## config.mk

```make
export PLATFORM = sky130hd
export DESIGN_NAME = multichannel_watchdog_warning_core
export DESIGN_NICKNAME = d
export VERILOG_FILES = /design/src/mcwd_pkg.sv /design/src/mcwd_dl_ram.sv /design/src/mcwd_ctrl.sv /design/src/multichannel_watchdog_warning_core.sv
export SDC_FILE = /design/constraint.sdc
export NUM_CORES = 1
export LEC_CHECK = 0
export BUFFER_PORTS_ARGS = -buffer_cell sky130_fd_sc_hd__buf_2
export CAP_MARGIN = 5
export CORE_ASPECT_RATIO = 0.5
export CORE_UTILIZATION = 28
export CTS_BUF_LIST = sky130_fd_sc_hd__clkbuf_2
export DETAILED_ROUTE_END_ITERATION = 12
export PLACE_DENSITY = 0.5
export SYNTH_ARGS = -nofsm -noshare
export SYNTH_HDL_FRONTEND = slang
export SYNTH_SLANG_ARGS = --single-unit
```

## constraint.sdc

```tcl
create_clock -name clk -period 6.2 [get_ports clk]
set_input_delay 1.24 -clock clk [delete_from_list [all_inputs] [get_ports clk]]
set_output_delay 1.24 -clock clk [all_outputs]
set_load 0.03 [all_outputs]
```

## src/mcwd_pkg.sv

```systemverilog
// shared types, constants and helpers of the multichannel watchdog warning core
// no dependencies; imported by every module of the block
package mcwd_pkg;

  // number of software channels held in the deadline store
  localparam int CHANNELS = 8;
  localparam int IDX_W    = (CHANNELS > 1) ? $clog2(CHANNELS) : 1;
  localparam int CNT_W    = $clog2(CHANNELS + 1);

  localparam int TIME_W   = 32;
  localparam int PERIOD_W = 31;
  localparam int CFG_W    = 31;
  localparam int CFG_IDX_W = 2;

  localparam logic [PERIOD_W-1:0] PERIOD_RESET = PERIOD_W'(1000);

  // configuration register indexes
  localparam logic [CFG_IDX_W-1:0] REG_WARNING_PERIOD   = 2'd0;
  localparam logic [CFG_IDX_W-1:0] REG_CHANNEL_COUNT    = 2'd1;
  localparam logic [CFG_IDX_W-1:0] REG_COMBINED_MODE    = 2'd2;
  localparam logic [CFG_IDX_W-1:0] REG_COMBINED_CHANNEL = 2'd3;

  // request commands
  typedef enum logic [1:0] {
    CMD_TICK  = 2'd0,
    CMD_FEED  = 2'd1,
    CMD_START = 2'd2
  } cmd_t;

  typedef struct packed {
    logic [1:0] command;
    logic [2:0] channel;
  } in_item_t;

  typedef struct packed {
    logic       warning;
    logic [2:0] warning_channel;
    logic       hw_feed;
    logic [2:0] hw_feed_channel;
  } out_item_t;

  typedef struct packed {
    logic [PERIOD_W-1:0] warning_period;
    logic [3:0]          channel_count;
    logic                combined_mode;
    logic [2:0]          combined_channel;
  } cfg_t;

  // deadline store access from the sequencer
  typedef struct packed {
    logic              we;
    logic [IDX_W-1:0]  waddr;
    logic [TIME_W-1:0] wdata;
    logic [IDX_W-1:0]  raddr;
  } dl_req_t;

  // wrap-safe time compare: a is at or after b
  function automatic logic reached(logic [TIME_W-1:0] a, logic [TIME_W-1:0] b);
    logic [TIME_W-1:0] d;
    d = a - b;
    return ~d[TIME_W-1];
  endfunction

endpackage

```

## src/mcwd_dl_ram.sv

```systemverilog
// deadline store: one write port, one registered read port
// depends on mcwd_pkg; entries never written since reset read as zero
module mcwd_dl_ram (
  input  logic                      clk,
  input  logic                      rst,
  input  mcwd_pkg::dl_req_t         req,
  output logic [mcwd_pkg::TIME_W-1:0] rdata
);
  import mcwd_pkg::*;

  logic [TIME_W-1:0]   mem [CHANNELS];
  logic [CHANNELS-1:0] vld;

  always_ff @(posedge clk) begin
    if (req.we) begin
      mem[req.waddr] <= req.wdata;
    end
    rdata <= vld[req.raddr] ? mem[req.raddr] : '0;
  end

  // per-entry written flags stand in for the all-zero reset of the store
  always_ff @(posedge clk) begin
    if (rst) begin
      vld <= '0;
    end else if (req.we) begin
      vld[req.waddr] <= 1'b1;
    end
  end

endmodule

```

## src/mcwd_ctrl.sv

```systemverilog
// request sequencer: time base, alarm, fed marks and deadline walks
// depends on mcwd_pkg; drives the deadline store in mcwd_dl_ram
module mcwd_ctrl (
  input  logic                        clk,
  input  logic                        rst,
  input  mcwd_pkg::cfg_t              cfg,
  input  logic                        in_valid,
  output logic                        in_ready,
  input  mcwd_pkg::in_item_t          in_data,
  output logic                        out_valid,
  input  logic                        out_ready,
  output mcwd_pkg::out_item_t         out_data,
  output mcwd_pkg::dl_req_t           ram_req,
  input  logic [mcwd_pkg::TIME_W-1:0] ram_rdata
);
  import mcwd_pkg::*;

  typedef enum logic [5:0] {
    S_IDLE  = 6'b000001,
    S_EXEC  = 6'b000010,
    S_ALARM = 6'b000100,
    S_FILL  = 6'b001000,
    S_SCAN  = 6'b010000,
    S_DONE  = 6'b100000
  } state_t;

  state_t              state;
  logic [1:0]          cmd_q;
  logic [2:0]          ch_q;
  logic [TIME_W-1:0]   now_ticks;
  logic [TIME_W-1:0]   alarm_time;
  logic                alarm_armed;
  logic                running;
  logic [CHANNELS-1:0] fed_marks;
  logic [CNT_W-1:0]    issue_idx;
  logic [CNT_W-1:0]    eval_idx;
  logic [CNT_W-1:0]    scan_len;
  logic                pend;
  logic                mode_find;
  logic                found;
  logic [TIME_W-1:0]   best;
  out_item_t           res;

  logic [CNT_W-1:0]    n_act;
  logic [CHANNELS-1:0] act_mask;
  logic [CHANNELS-1:0] mark_set;
  logic [CHANNELS-1:0] marks_next;
  logic                all_fed;
  logic                ch_ok;
  logic [TIME_W-1:0]   new_dl;
  logic                issue;

  assign n_act = (32'(cfg.channel_count) > CHANNELS) ? CNT_W'(CHANNELS)
                                                     : CNT_W'(cfg.channel_count);
  assign ch_ok  = (32'(ch_q) < CHANNELS);
  assign new_dl = now_ticks + {1'b0, cfg.warning_period};
  assign issue  = (issue_idx < scan_len);
  assign in_ready = (state == S_IDLE);

  always_comb begin
    mark_set = '0;
    for (int i = 0; i < CHANNELS; i++) begin
      act_mask[i] = (i < 32'(n_act));
    end
    if (32'(ch_q) < 32'(n_act)) begin
      mark_set[IDX_W'(ch_q)] = 1'b1;
    end
    marks_next = fed_marks | mark_set;
    all_fed    = (marks_next == act_mask);
  end

  // store port: feed refresh, start fill, reads during the walk
  always_comb begin
    ram_req       = '0;
    ram_req.raddr = issue_idx[IDX_W-1:0];
    if (state == S_EXEC && cmd_q == CMD_FEED && running && ch_ok) begin
      ram_req.we    = 1'b1;
      ram_req.waddr = IDX_W'(ch_q);
      ram_req.wdata = new_dl;
    end else if (state == S_FILL && issue_idx < n_act) begin
      ram_req.we    = 1'b1;
      ram_req.waddr = issue_idx[IDX_W-1:0];
      ram_req.wdata = new_dl;
    end
  end

  always_ff @(posedge clk) begin
    if (rst) begin
      state       <= S_IDLE;
      now_ticks   <= '0;
      alarm_time  <= '0;
      alarm_armed <= 1'b0;
      running     <= 1'b0;
      fed_marks   <= '0;
      issue_idx   <= '0;
      pend        <= 1'b0;
      out_valid   <= 1'b0;
    end else begin
      // result register: loaded when the sequencer finishes, cleared once taken
      if (state == S_DONE && (!out_valid || out_ready)) begin
        out_valid <= 1'b1;
      end else if (out_ready) begin
        out_valid <= 1'b0;
      end
      case (state)
        S_IDLE: begin
          if (in_valid) begin
            cmd_q <= in_data.command;
            ch_q  <= in_data.channel;
            res   <= '0;
            state <= S_EXEC;
          end
        end
        S_EXEC: begin
          issue_idx <= '0;
          eval_idx  <= '0;
          pend      <= 1'b0;
          found     <= 1'b0;
          case (cmd_q)
            CMD_TICK: begin
              now_ticks <= now_ticks + 32'd1;
              state     <= S_ALARM;
            end
            CMD_FEED: begin
              if (!cfg.combined_mode) begin
                res.hw_feed         <= 1'b1;
                res.hw_feed_channel <= ch_q;
              end
              if (running) begin
                if (cfg.combined_mode) begin
                  if (all_fed) begin
                    res.hw_feed         <= 1'b1;
                    res.hw_feed_channel <= cfg.combined_channel;
                    fed_marks           <= '0;
                  end else begin
                    fed_marks <= marks_next;
                  end
                end
                if (n_act == '0) begin
                  alarm_armed <= 1'b0;
                  state       <= S_DONE;
                end else begin
                  mode_find <= 1'b0;
                  scan_len  <= n_act;
                  state     <= S_SCAN;
                end
              end else begin
                state <= S_DONE;
              end
            end
            CMD_START: begin
              running <= 1'b1;
              state   <= S_FILL;
            end
            default: begin
              state <= S_DONE;
            end
          endcase
        end
        S_ALARM: begin
          if (alarm_armed && reached(now_ticks, alarm_time)) begin
            alarm_armed <= 1'b0;
            res.warning <= 1'b1;
            mode_find   <= 1'b1;
            scan_len    <= n_act;
            state       <= S_SCAN;
          end else begin
            state <= S_DONE;
          end
        end
        S_FILL: begin
          if (issue_idx < n_act) begin
            issue_idx <= issue_idx + CNT_W'(1);
          end else begin
            // alarm goes to channel 0's deadline, whatever it holds
            issue_idx <= '0;
            scan_len  <= CNT_W'(1);
            mode_find <= 1'b0;
            state     <= S_SCAN;
          end
        end
        S_SCAN: begin
          if (issue) begin
            issue_idx <= issue_idx + CNT_W'(1);
          end
          pend <= issue;
          if (pend) begin
            eval_idx <= eval_idx + CNT_W'(1);
            if (mode_find) begin
              if (!found && reached(now_ticks, ram_rdata)) begin
                found               <= 1'b1;
                res.warning_channel <= 3'(eval_idx);
              end
            end else if (eval_idx == '0 || !reached(ram_rdata, best)) begin
              best <= ram_rdata;
            end
          end
          if (!issue && !pend) begin
            if (!mode_find) begin
              alarm_time  <= best;
              alarm_armed <= 1'b1;
            end
            state <= S_DONE;
          end
        end
        S_DONE: begin
          if (!out_valid || out_ready) begin
            out_data <= res;
            state    <= S_IDLE;
          end
        end
        default: begin
          state <= S_IDLE;
        end
      endcase
    end
  end

endmodule

```

## src/multichannel_watchdog_warning_core.sv

```systemverilog
// top level of the multichannel watchdog warning core: configuration registers
// depends on mcwd_pkg, mcwd_ctrl and mcwd_dl_ram
//
// usage
//   request channel (in_valid/in_ready/in_data): tick, feed of a channel, or start
//   result channel (out_valid/out_ready/out_data): exactly one result per request,
//     carrying the warning flag and channel and the hardware feed request
//   config port (cfg_we/cfg_index/cfg_wdata): warning period, channel count,
//     combined mode and combined feed channel; written only while the core is idle
//
// timing (n = active channel count, capped at CHANNELS; cycles from the edge that
// takes a request to the edge that raises out_valid)
//   one request at a time; in_ready is high only while the sequencer is idle
//   tick without alarm: 3; tick that fires the alarm: n + 5 (4 with no channels)
//   feed while running: n + 4 (2 with no channels); other feeds, unused codes: 2
//   start: n + 6 (fill of n deadlines, then read of channel 0)
//   the walks are set by the single read port of the deadline store:
//   one entry per cycle with a one-cycle read latency
// reset clears time, alarm, running flag, fed marks and the result valid;
// the deadline store reads as zero through per-entry written flags
// a stalled receiver holds the result register; a finished result then waits
// in the sequencer and no new request is taken until it moves out
module multichannel_watchdog_warning_core (
  input  logic                           clk,
  input  logic                           rst,
  input  logic                           in_valid,
  output logic                           in_ready,
  input  mcwd_pkg::in_item_t             in_data,
  output logic                           out_valid,
  input  logic                           out_ready,
  output mcwd_pkg::out_item_t            out_data,
  input  logic                           cfg_we,
  input  logic [mcwd_pkg::CFG_IDX_W-1:0] cfg_index,
  input  logic [mcwd_pkg::CFG_W-1:0]     cfg_wdata
);
  import mcwd_pkg::*;

  cfg_t              cfg;
  dl_req_t           ram_req;
  logic [TIME_W-1:0] ram_rdata;

  // configuration register file
  always_ff @(posedge clk) begin
    if (rst) begin
      cfg.warning_period   <= PERIOD_RESET;
      cfg.channel_count    <= '0;
      cfg.combined_mode    <= 1'b0;
      cfg.combined_channel <= '0;
    end else if (cfg_we) begin
      case (cfg_index)
        REG_WARNING_PERIOD:   cfg.warning_period   <= cfg_wdata[PERIOD_W-1:0];
        REG_CHANNEL_COUNT:    cfg.channel_count    <= cfg_wdata[3:0];
        REG_COMBINED_MODE:    cfg.combined_mode    <= cfg_wdata[0];
        REG_COMBINED_CHANNEL: cfg.combined_channel <= cfg_wdata[2:0];
        default: begin
        end
      endcase
    end
  end

  // sequencer: owns time base, alarm and the deadline walks
  mcwd_ctrl u_ctrl (
    .clk       (clk),
    .rst       (rst),
    .cfg       (cfg),
    .in_valid  (in_valid),
    .in_ready  (in_ready),
    .in_data   (in_data),
    .out_valid (out_valid),
    .out_ready (out_ready),
    .out_data  (out_data),
    .ram_req   (ram_req),
    .ram_rdata (ram_rdata)
  );

  // per-channel deadlines
  mcwd_dl_ram u_dl_ram (
    .clk   (clk),
    .rst   (rst),
    .req   (ram_req),
    .rdata (ram_rdata)
  );

  // one request in flight: a taken request drops ready on the next cycle
  assert property (@(posedge clk) disable iff (rst)
    in_valid && in_ready |=> !in_ready)
    else $error("request taken while another is in flight");

  // warnings come only from ticks, hardware feeds only from feeds
  assert property (@(posedge clk) disable iff (rst)
    out_valid |-> !(out_data.warning && out_data.hw_feed))
    else $error("warning and hardware feed in one result");

  assert property (@(posedge clk) disable iff (rst)
    out_valid && !out_data.warning |-> out_data.warning_channel == 3'd0)
    else $error("warning channel set without a warning");

  assert property (@(posedge clk) disable iff (rst)
    out_valid && !out_data.hw_feed |-> out_data.hw_feed_channel == 3'd0)
    else $error("feed channel set without a hardware feed");

endmodule

```

==> flow_summary.yaml, run 1 <==
clock_tree:
  clockBufferDepth: 3
  cts_tree: "built"
  postCtsHoldBufs: 0
  clk_pin_slew_worst_paths_ns: 0.11
  clk_latency_ns: 1.16
  post_cts_buffers: 0
  cts_sinks: 484
  cts-buffers-inserted: 116
  h-tree-depth: 3
  cts-root-buf: "clkbuf_2"
  cts_resized: 0
sta:
  skew_ns: 0.07285
  fin_ws_ns: 2.003
  setup_tns_ns: 0
  maxSlewViolCount: 0
  worst_pin_slew_ns: 1.344
  fin_crit_ns: 4.197
  hold_viol_final: 0
  max_freq_ghz: 0.2383
  finalSetupViolCount: 0
  worst_hold_slack_ns: 0.2657
  relSlewSlack_pct: 10.08
  rsz0062_at_grt: "no"
  fin_crit_sh_pct: 67.70
routing:
  route.detailed.drc: 0
  drtPass1Iterations: 5
  postRouteAntennaNets: 0
  via_per_inst: 4.696
  vias: 14380
  wl_per_cell_um: 18.56
  wl_um: 56820
  drtIter0Drc: 882
critical_path:
  startpoint_type: "flop"
  cp.arrival_ns: 2.96
  r2r-start: "cfg[7]$_SDFFE_PP0P_"
  crit_required_ns: 4.96
  criticalPathCategory: "flop to output pin"
  crit_fanout: 6
  reg2reg_to: "u_dl_ram.mem[6][14]$_DFFE_PP_"
  ff2ff_path_depth: 10
  cp-end-kind: "output pin"
  ff2ff_setup_slack_ns: 2.24
cells_and_area:
  final_layout_size_suffix_gt1_share_pct: 17.69
  area_growth_pct: 11.48
  instances_no_fill: 3062
  nets: 2110
  fillCellCount: 7805
placement:
  io_buffers: 52
  dp_slack_ns: 2.300
  place_inst: 2851
  gp_congestion: 0.8260
  dp_hpwl_um: 38970
synth:
  yosysMostFrequentCell: "edfxtp_1"
  synth.largest_area_cell: "edfxtp_1"
  synth_top_area_share_pct: 42.84
  syn_inst: 1815
  synth_seq_cells: 484
  ys_types: 74
  syn-num-nets: 1992
  yosys-top-cells-area: "edfxtp_1, dfxtp_1, ha_1"
  synth_area_per_cell_um2: 12.32
  syn_area_mm2: 0.02236
  synthArstFlopShare_pct: 0
  yosys-top-cells-count: "edfxtp_1, nor2_1, dfxtp_1, ha_1, nand2_1"
  yosysSeqAreaShare_pct: 57.61
  ys.flop_type: "edfxtp_1"
  synth_edf_count: 319
  yosys_warnings: 0
pwr:
  p_comb_share_pct: 2.8
  irDropWorstVdd_mv: 0.1093
  p_sw_share_pct: 25.27
  p_int_mw: 4.212
  clockPowerShare_pct: 36.3
  p_leak_nw: 9.028
  p_seq_share_pct: 60.9
  p_per_area_mw_per_mm2: 226.1
  p_sw_mw: 1.424
worst_hold_path:
  hp-start: "in_data[2]"
  holdPathStages: 1
  min_to: "u_ctrl.ch_q[2]$_DFFE_PP_"
  hp-class: "primary input to flop"
floorplanning:
  fp.dieW_um: 401.7
  coreArea_mm2: 0.07810
  rows: 72
  die_height_um: 201.8
  dieArea_mm2: 0.08107
  initial_core_util_pct: 28.63
  ios: 53
grt:
  track_usage_pct: 14.11
  antenna_found_initial: 1
  grt_pass1_wl_um: 87230
  grt_max_degree: 81
  grt.overflow.total: 0
  grt_pass1_vias: 14570
job:
  maxCapViolCount: 0
outcome:
  status: "finished clean"
==> layout make-up <==
class | count | area (um^2) | share of cell area (%)
Multi-Input combinational cell | 1143 | 8866 | 35.57
Clock buffer | 171 | 855.8 | 3.433
Tap cell | 1036 | 1296 | 5.200
Inverter | 116 | 435.4 | 1.747
Clock inverter | 38 | 166.4 | 0.6675
Antenna cell | 2 | 5.005 | 0.02008
Sequential cell | 484 | 12890 | 51.71
Timing Repair Buffer | 72 | 412.9 | 1.656
==> worst max path at each step <==
stage	from	endpoint	slack [ns]	cells after the start
finish	u_ctrl.state[3]$_SDFFE_PP0P_	in_ready	2.00	4
global route	u_ctrl.state[3]$_SDFFE_PP0P_	in_ready	1.71	4
CTS	u_ctrl.state[3]$_SDFFE_PP0P_	in_ready	1.83	4
detailed placement	u_ctrl.state[0]$_SDFFE_PP1P_	u_dl_ram.mem[4][8]$_DFFE_PP_	2.30	6
global placement	cfg[7]$_SDFFE_PP0P_	u_dl_ram.mem[4][6]$_DFFE_PP_	2.36	10
floorplan	rst	u_ctrl.best[0]$_DFFE_PP_	2.43	4
==> cell families (layout without fill, tap and decap cells) <==
group | Yosys count | in the layout | share of synthesized area, %
and+or+nand+nor | 515 | 515 | 11.06
DFF | 484 | 484 | 57.61
AOI/OAI and AO/OA | 289 | 289 | 8.069
buffers and inverters | 188 | 397 | 3.189
muxes | 145 | 145 | 10.19
adders and majority gates | 134 | 134 | 7.531
xor gates and xnor gates | 60 | 60 | 2.350
other | 0 | 2 | 0
==> critical path, stage by stage, from the launching register on <==
cell and delay [ns]:
dfxtp_1 0.38, or2_2 0.33, or3_1 0.35, nor3b_1 0.46, buf_2 0.31
==> sequential cells by signal, indices dropped and copies added, names as in the netlist, 2 cells and up <==
signal	flops
cfg	39
u_ctrl.alarm_time	32
u_ctrl.best	32
u_ctrl.ch_q	3
u_ctrl.cmd_q	2
u_ctrl.eval_idx	4
u_ctrl.fed_marks	8
u_ctrl.issue_idx	4
u_ctrl.now_ticks	32
u_ctrl.out_data	8
u_ctrl.res	8
u_ctrl.scan_len	4
u_ctrl.state	6
u_dl_ram.mem	256
u_dl_ram.rdata	32
u_dl_ram.vld	8
==> per-stage QoR <==
stage	area [um^2]	utilization, %	power (mW)
3_5_place_dp	23900	30.60	3.665
5_1_grt	24930	31.91	5.903
2_1_floorplan	22360	-	3.605
4_1_cts	24920	31.91	5.736
3_3_place_gp	23900	30.60	3.666
6_report	24930	31.92	5.636
==> layer usage <==
layer,vias up,routed length (um),track usage (%)
li1,6983,-,-
met1,7037,28980,20.90
met2,279,24010,20.44
met3,81,2738,2.888
met4,0,1091,4.433
met5,-,0,0
==> power groups by stage <==
stage / Combinational [mW] / Clock, mW / Sequential, mW
after global routing: 0.173 / 2.29 / 3.44
after detailed placement: 0.156 / 0 / 3.51
final: 0.156 / 2.05 / 3.44
after floorplan: 0.109 / 0 / 3.50
after CTS: 0.157 / 2.14 / 3.44
after global placement: 0.157 / 0 / 3.51
==> placed cells by master (no fill, tap or decap), types with 4 or more instances in the layout <==
cell,instances
nand2b_1,8
a2111oi_0,5
or3_1,8
a211oi_1,17
mux4_2,66
and3_1,9
clkbuf_2,171
o21ai_0,56
nor3_1,19
o21a_1,7
o21bai_1,4
nand3_1,36
xor2_1,31
xnor2_1,29
edfxtp_1,319
a31oi_1,14
a21oi_1,107
nand4_1,24
buf_4,21
and4_1,6
buf_2,51
nand2_1,117
a21boi_0,5
clkinv_1,30
or2_2,5
mux2i_1,77
o211ai_1,6
nor2_4,8
nor3b_1,6
inv_1,115
nor2b_1,20
ha_1,133
a21o_1,35
nor2_1,204
nand3b_1,11
clkinv_2,4
dfxtp_1,162
a211o_1,7
nor4_1,4
Power figures use the tool's default switching activity.
==> run 2, diff against run 1 <==
- clock period: 6.2 -> 4.3 ns (I/O delays scaled with it)
==> run 2 against run 1 <==
Against the previous run:
- total power rose by 48%
- sequential power up 44%
- sequential cell count is the same
- sequential share of layout area fell by 1.5 points
- worst setup slack got worse by 1.6 ns
- register-to-register slack worse by 1.8 ns
- die area unchanged
- via count grew 1.6%
- critical endpoint is now u_dl_ram.mem[6][30]$_DFFE_PP_
- largest cell class unchanged
==> flow_summary.yaml, run 2 (synthesized netlist as in run 1, its figures left out) <==
clock_tree:
  clk_latency_ns: 1.20
  cts-buffers-inserted: 118
  clk_pin_slew_worst_paths_ns: 0.11
  cts_tree: "built"
  clockBufferDepth: 3
  cts_sinks: 484
  h-tree-depth: 3
  cts-root-buf: "clkbuf_2"
critical_path:
  crit_fanout: 8
  cp.arrival_ns: 4.76
  cp-end-kind: "flop"
  startpoint_type: "flop"
  r2r-start: "u_ctrl.now_ticks[0]$_SDFFE_PP0P_"
  criticalPathCategory: "flop to flop"
  ff2ff_setup_slack_ns: 0.45
  crit_required_ns: 5.21
  ff2ff_path_depth: 11
  reg2reg_to: "u_dl_ram.mem[6][30]$_DFFE_PP_"
outcome:
  status: "finished clean"
routing:
  vias: 14620
  postRouteAntennaNets: 0
  wl_per_cell_um: 18.01
  drtIter0Drc: 1011
  wl_um: 56430
  route.detailed.drc: 0
  drtPass1Iterations: 5
  via_per_inst: 4.664
floorplanning:
  rows: 72
  initial_core_util_pct: 28.63
  fp.dieW_um: 401.7
  ios: 53
  die_height_um: 201.8
  coreArea_mm2: 0.07810
  dieArea_mm2: 0.08107
cells_and_area:
  multi_input_comb_area_mm2: 0.008866
  top_register: "u_dl_ram.mem"
  design_area_mm2: 0.02568
  area_growth_pct: 14.85
  largest_reg_flops: 256
  instances_no_fill: 3134
  final_cell_mix: "edfxtp_1, nor2_1, clkbuf_2"
  ff_latch_area_mm2: 0.01289
  layout.cells.most_common: "edfxtp_1"
  nets: 2172
  reg_top3: "u_dl_ram.mem x256, cfg x39"
  fillCellCount: 7910
  final_layout_size_suffix_gt1_share_pct: 18.65
sta:
  hold_viol_final: 0
  max_freq_ghz: 0.2598
  fin_crit_ns: 3.849
  rsz0062_at_grt: "no"
  fin_crit_sh_pct: 89.50
  finalSetupViolCount: 0
  relSlewSlack_pct: 19.91
  maxSlewViolCount: 0
  worst_pin_slew_ns: 1.201
  skew_ns: 0.1070
  setup_tns_ns: 0
grt:
  grt_pass1_wl_um: 87030
  grt_use_met2_pct: 20.28
  grt_max_degree: 75
  use_met3_pct: 2.880
  grt_pass1_vias: 14800
  use_met1_pct: 20.59
  track_usage_pct: 13.97
  top_usage_layer: "met1"
  grt.overflow.total: 0
  antenna_found_initial: 5
placement:
  io_buffers: 52
  gp_congestion: 0.8799
  placed_cell_area_mm2: 0.02416
  place_inst: 2871
  dp_hpwl_um: 38290
pwr:
  p_per_area_mw_per_mm2: 324.0
  irDropWorstVdd_mv: 0.1409
  p_leak_nw: 9.389
worst_hold_path:
  hp-start: "in_valid"
  hp-class: "primary input to flop"
  min_to: "u_ctrl.state[1]$_SDFFE_PP0P_"
  holdPathStages: 3
job:
  maxCapViolCount: 0
run 2: final cells by class:
type / instances / share of cell area, %
tap: 1036 / 5.047
clock inverter: 40 / 0.8039
sequential: 484 / 50.19
timing repair buffer: 132 / 4.190
clock buffer: 181 / 3.527
inverter: 116 / 1.695
antenna: 2 / 0.01949
multi-input combinational: 1143 / 34.52
run 2: how the worst max path moves through the flow:
stage          depth (start not counted)                       endpoint                        startpoint
3_3_place_gp                          11  u_dl_ram.mem[2][30]$_DFFE_PP_  u_ctrl.now_ticks[0]$_SDFFE_PP0P_
5_1_grt                               11  u_dl_ram.mem[1][30]$_DFFE_PP_  u_ctrl.now_ticks[0]$_SDFFE_PP0P_
6_report                              11  u_dl_ram.mem[6][30]$_DFFE_PP_  u_ctrl.now_ticks[0]$_SDFFE_PP0P_
4_1_cts                                4                       in_ready      u_ctrl.state[3]$_SDFFE_PP0P_
3_5_place_dp                          11  u_dl_ram.mem[2][30]$_DFFE_PP_  u_ctrl.now_ticks[0]$_SDFFE_PP0P_
2_1_floorplan                         11       u_ctrl.best[0]$_DFFE_PP_          u_ctrl.best[2]$_DFFE_PP_
run 2: metal layers:
| layer | part of all wire (%) | vias to the layer above |
|---|---|---|
| met5 | 0 | - |
| li1 | - | 7112 |
| met3 | 5.3 | 84 |
| met2 | 42 | 318 |
| met4 | 2.1 | 0 |
| met1 | 51 | 7102 |
run 2: report_power, final:
part | switching (mW) | total (mW) | internal, mW
clock | 1.91 | 3.12 | 1.20
sequential | 0.0292 | 4.95 | 4.92
combinational | 0.147 | 0.253 | 0.106
total | 2.09 | 8.32 | 6.23
run 2: repair_timing:
item / in CTS / in global routing
resized for setup: 0 / 0
endpoints found under the hold margin: 45 / 0
buffers inserted: 0 / 0
hold buffers: 40 / 0
run 2: metrics by stage:
stage	setup WS (ns)	utilization, %	hold slack (ns)	total power [mW]
2_1_floorplan	0.6781	-	0.4003	5.199
3_3_place_gp	0.5681	30.94	0.4054	5.280
3_5_place_dp	0.4540	30.94	0.4071	5.281
4_1_cts	0.3223	32.88	0.003583	8.471
5_1_grt	0.1555	32.88	0.02624	8.737
6_report	0.4513	32.88	0.1222	8.321
run 2: critical path, stage by stage, from the launching register on:
cell and delay, ns:
dfxtp_1 0.39, ha_1 0.26, fa_1 0.43, a211oi_1 0.32, nor3_1 0.15, o211ai_1 0.38, a21oi_1 0.19, a41oi_1 0.45
o21ai_1 0.18, a221oi_1 0.35, xor2_1 0.11, nor2_1 0.38
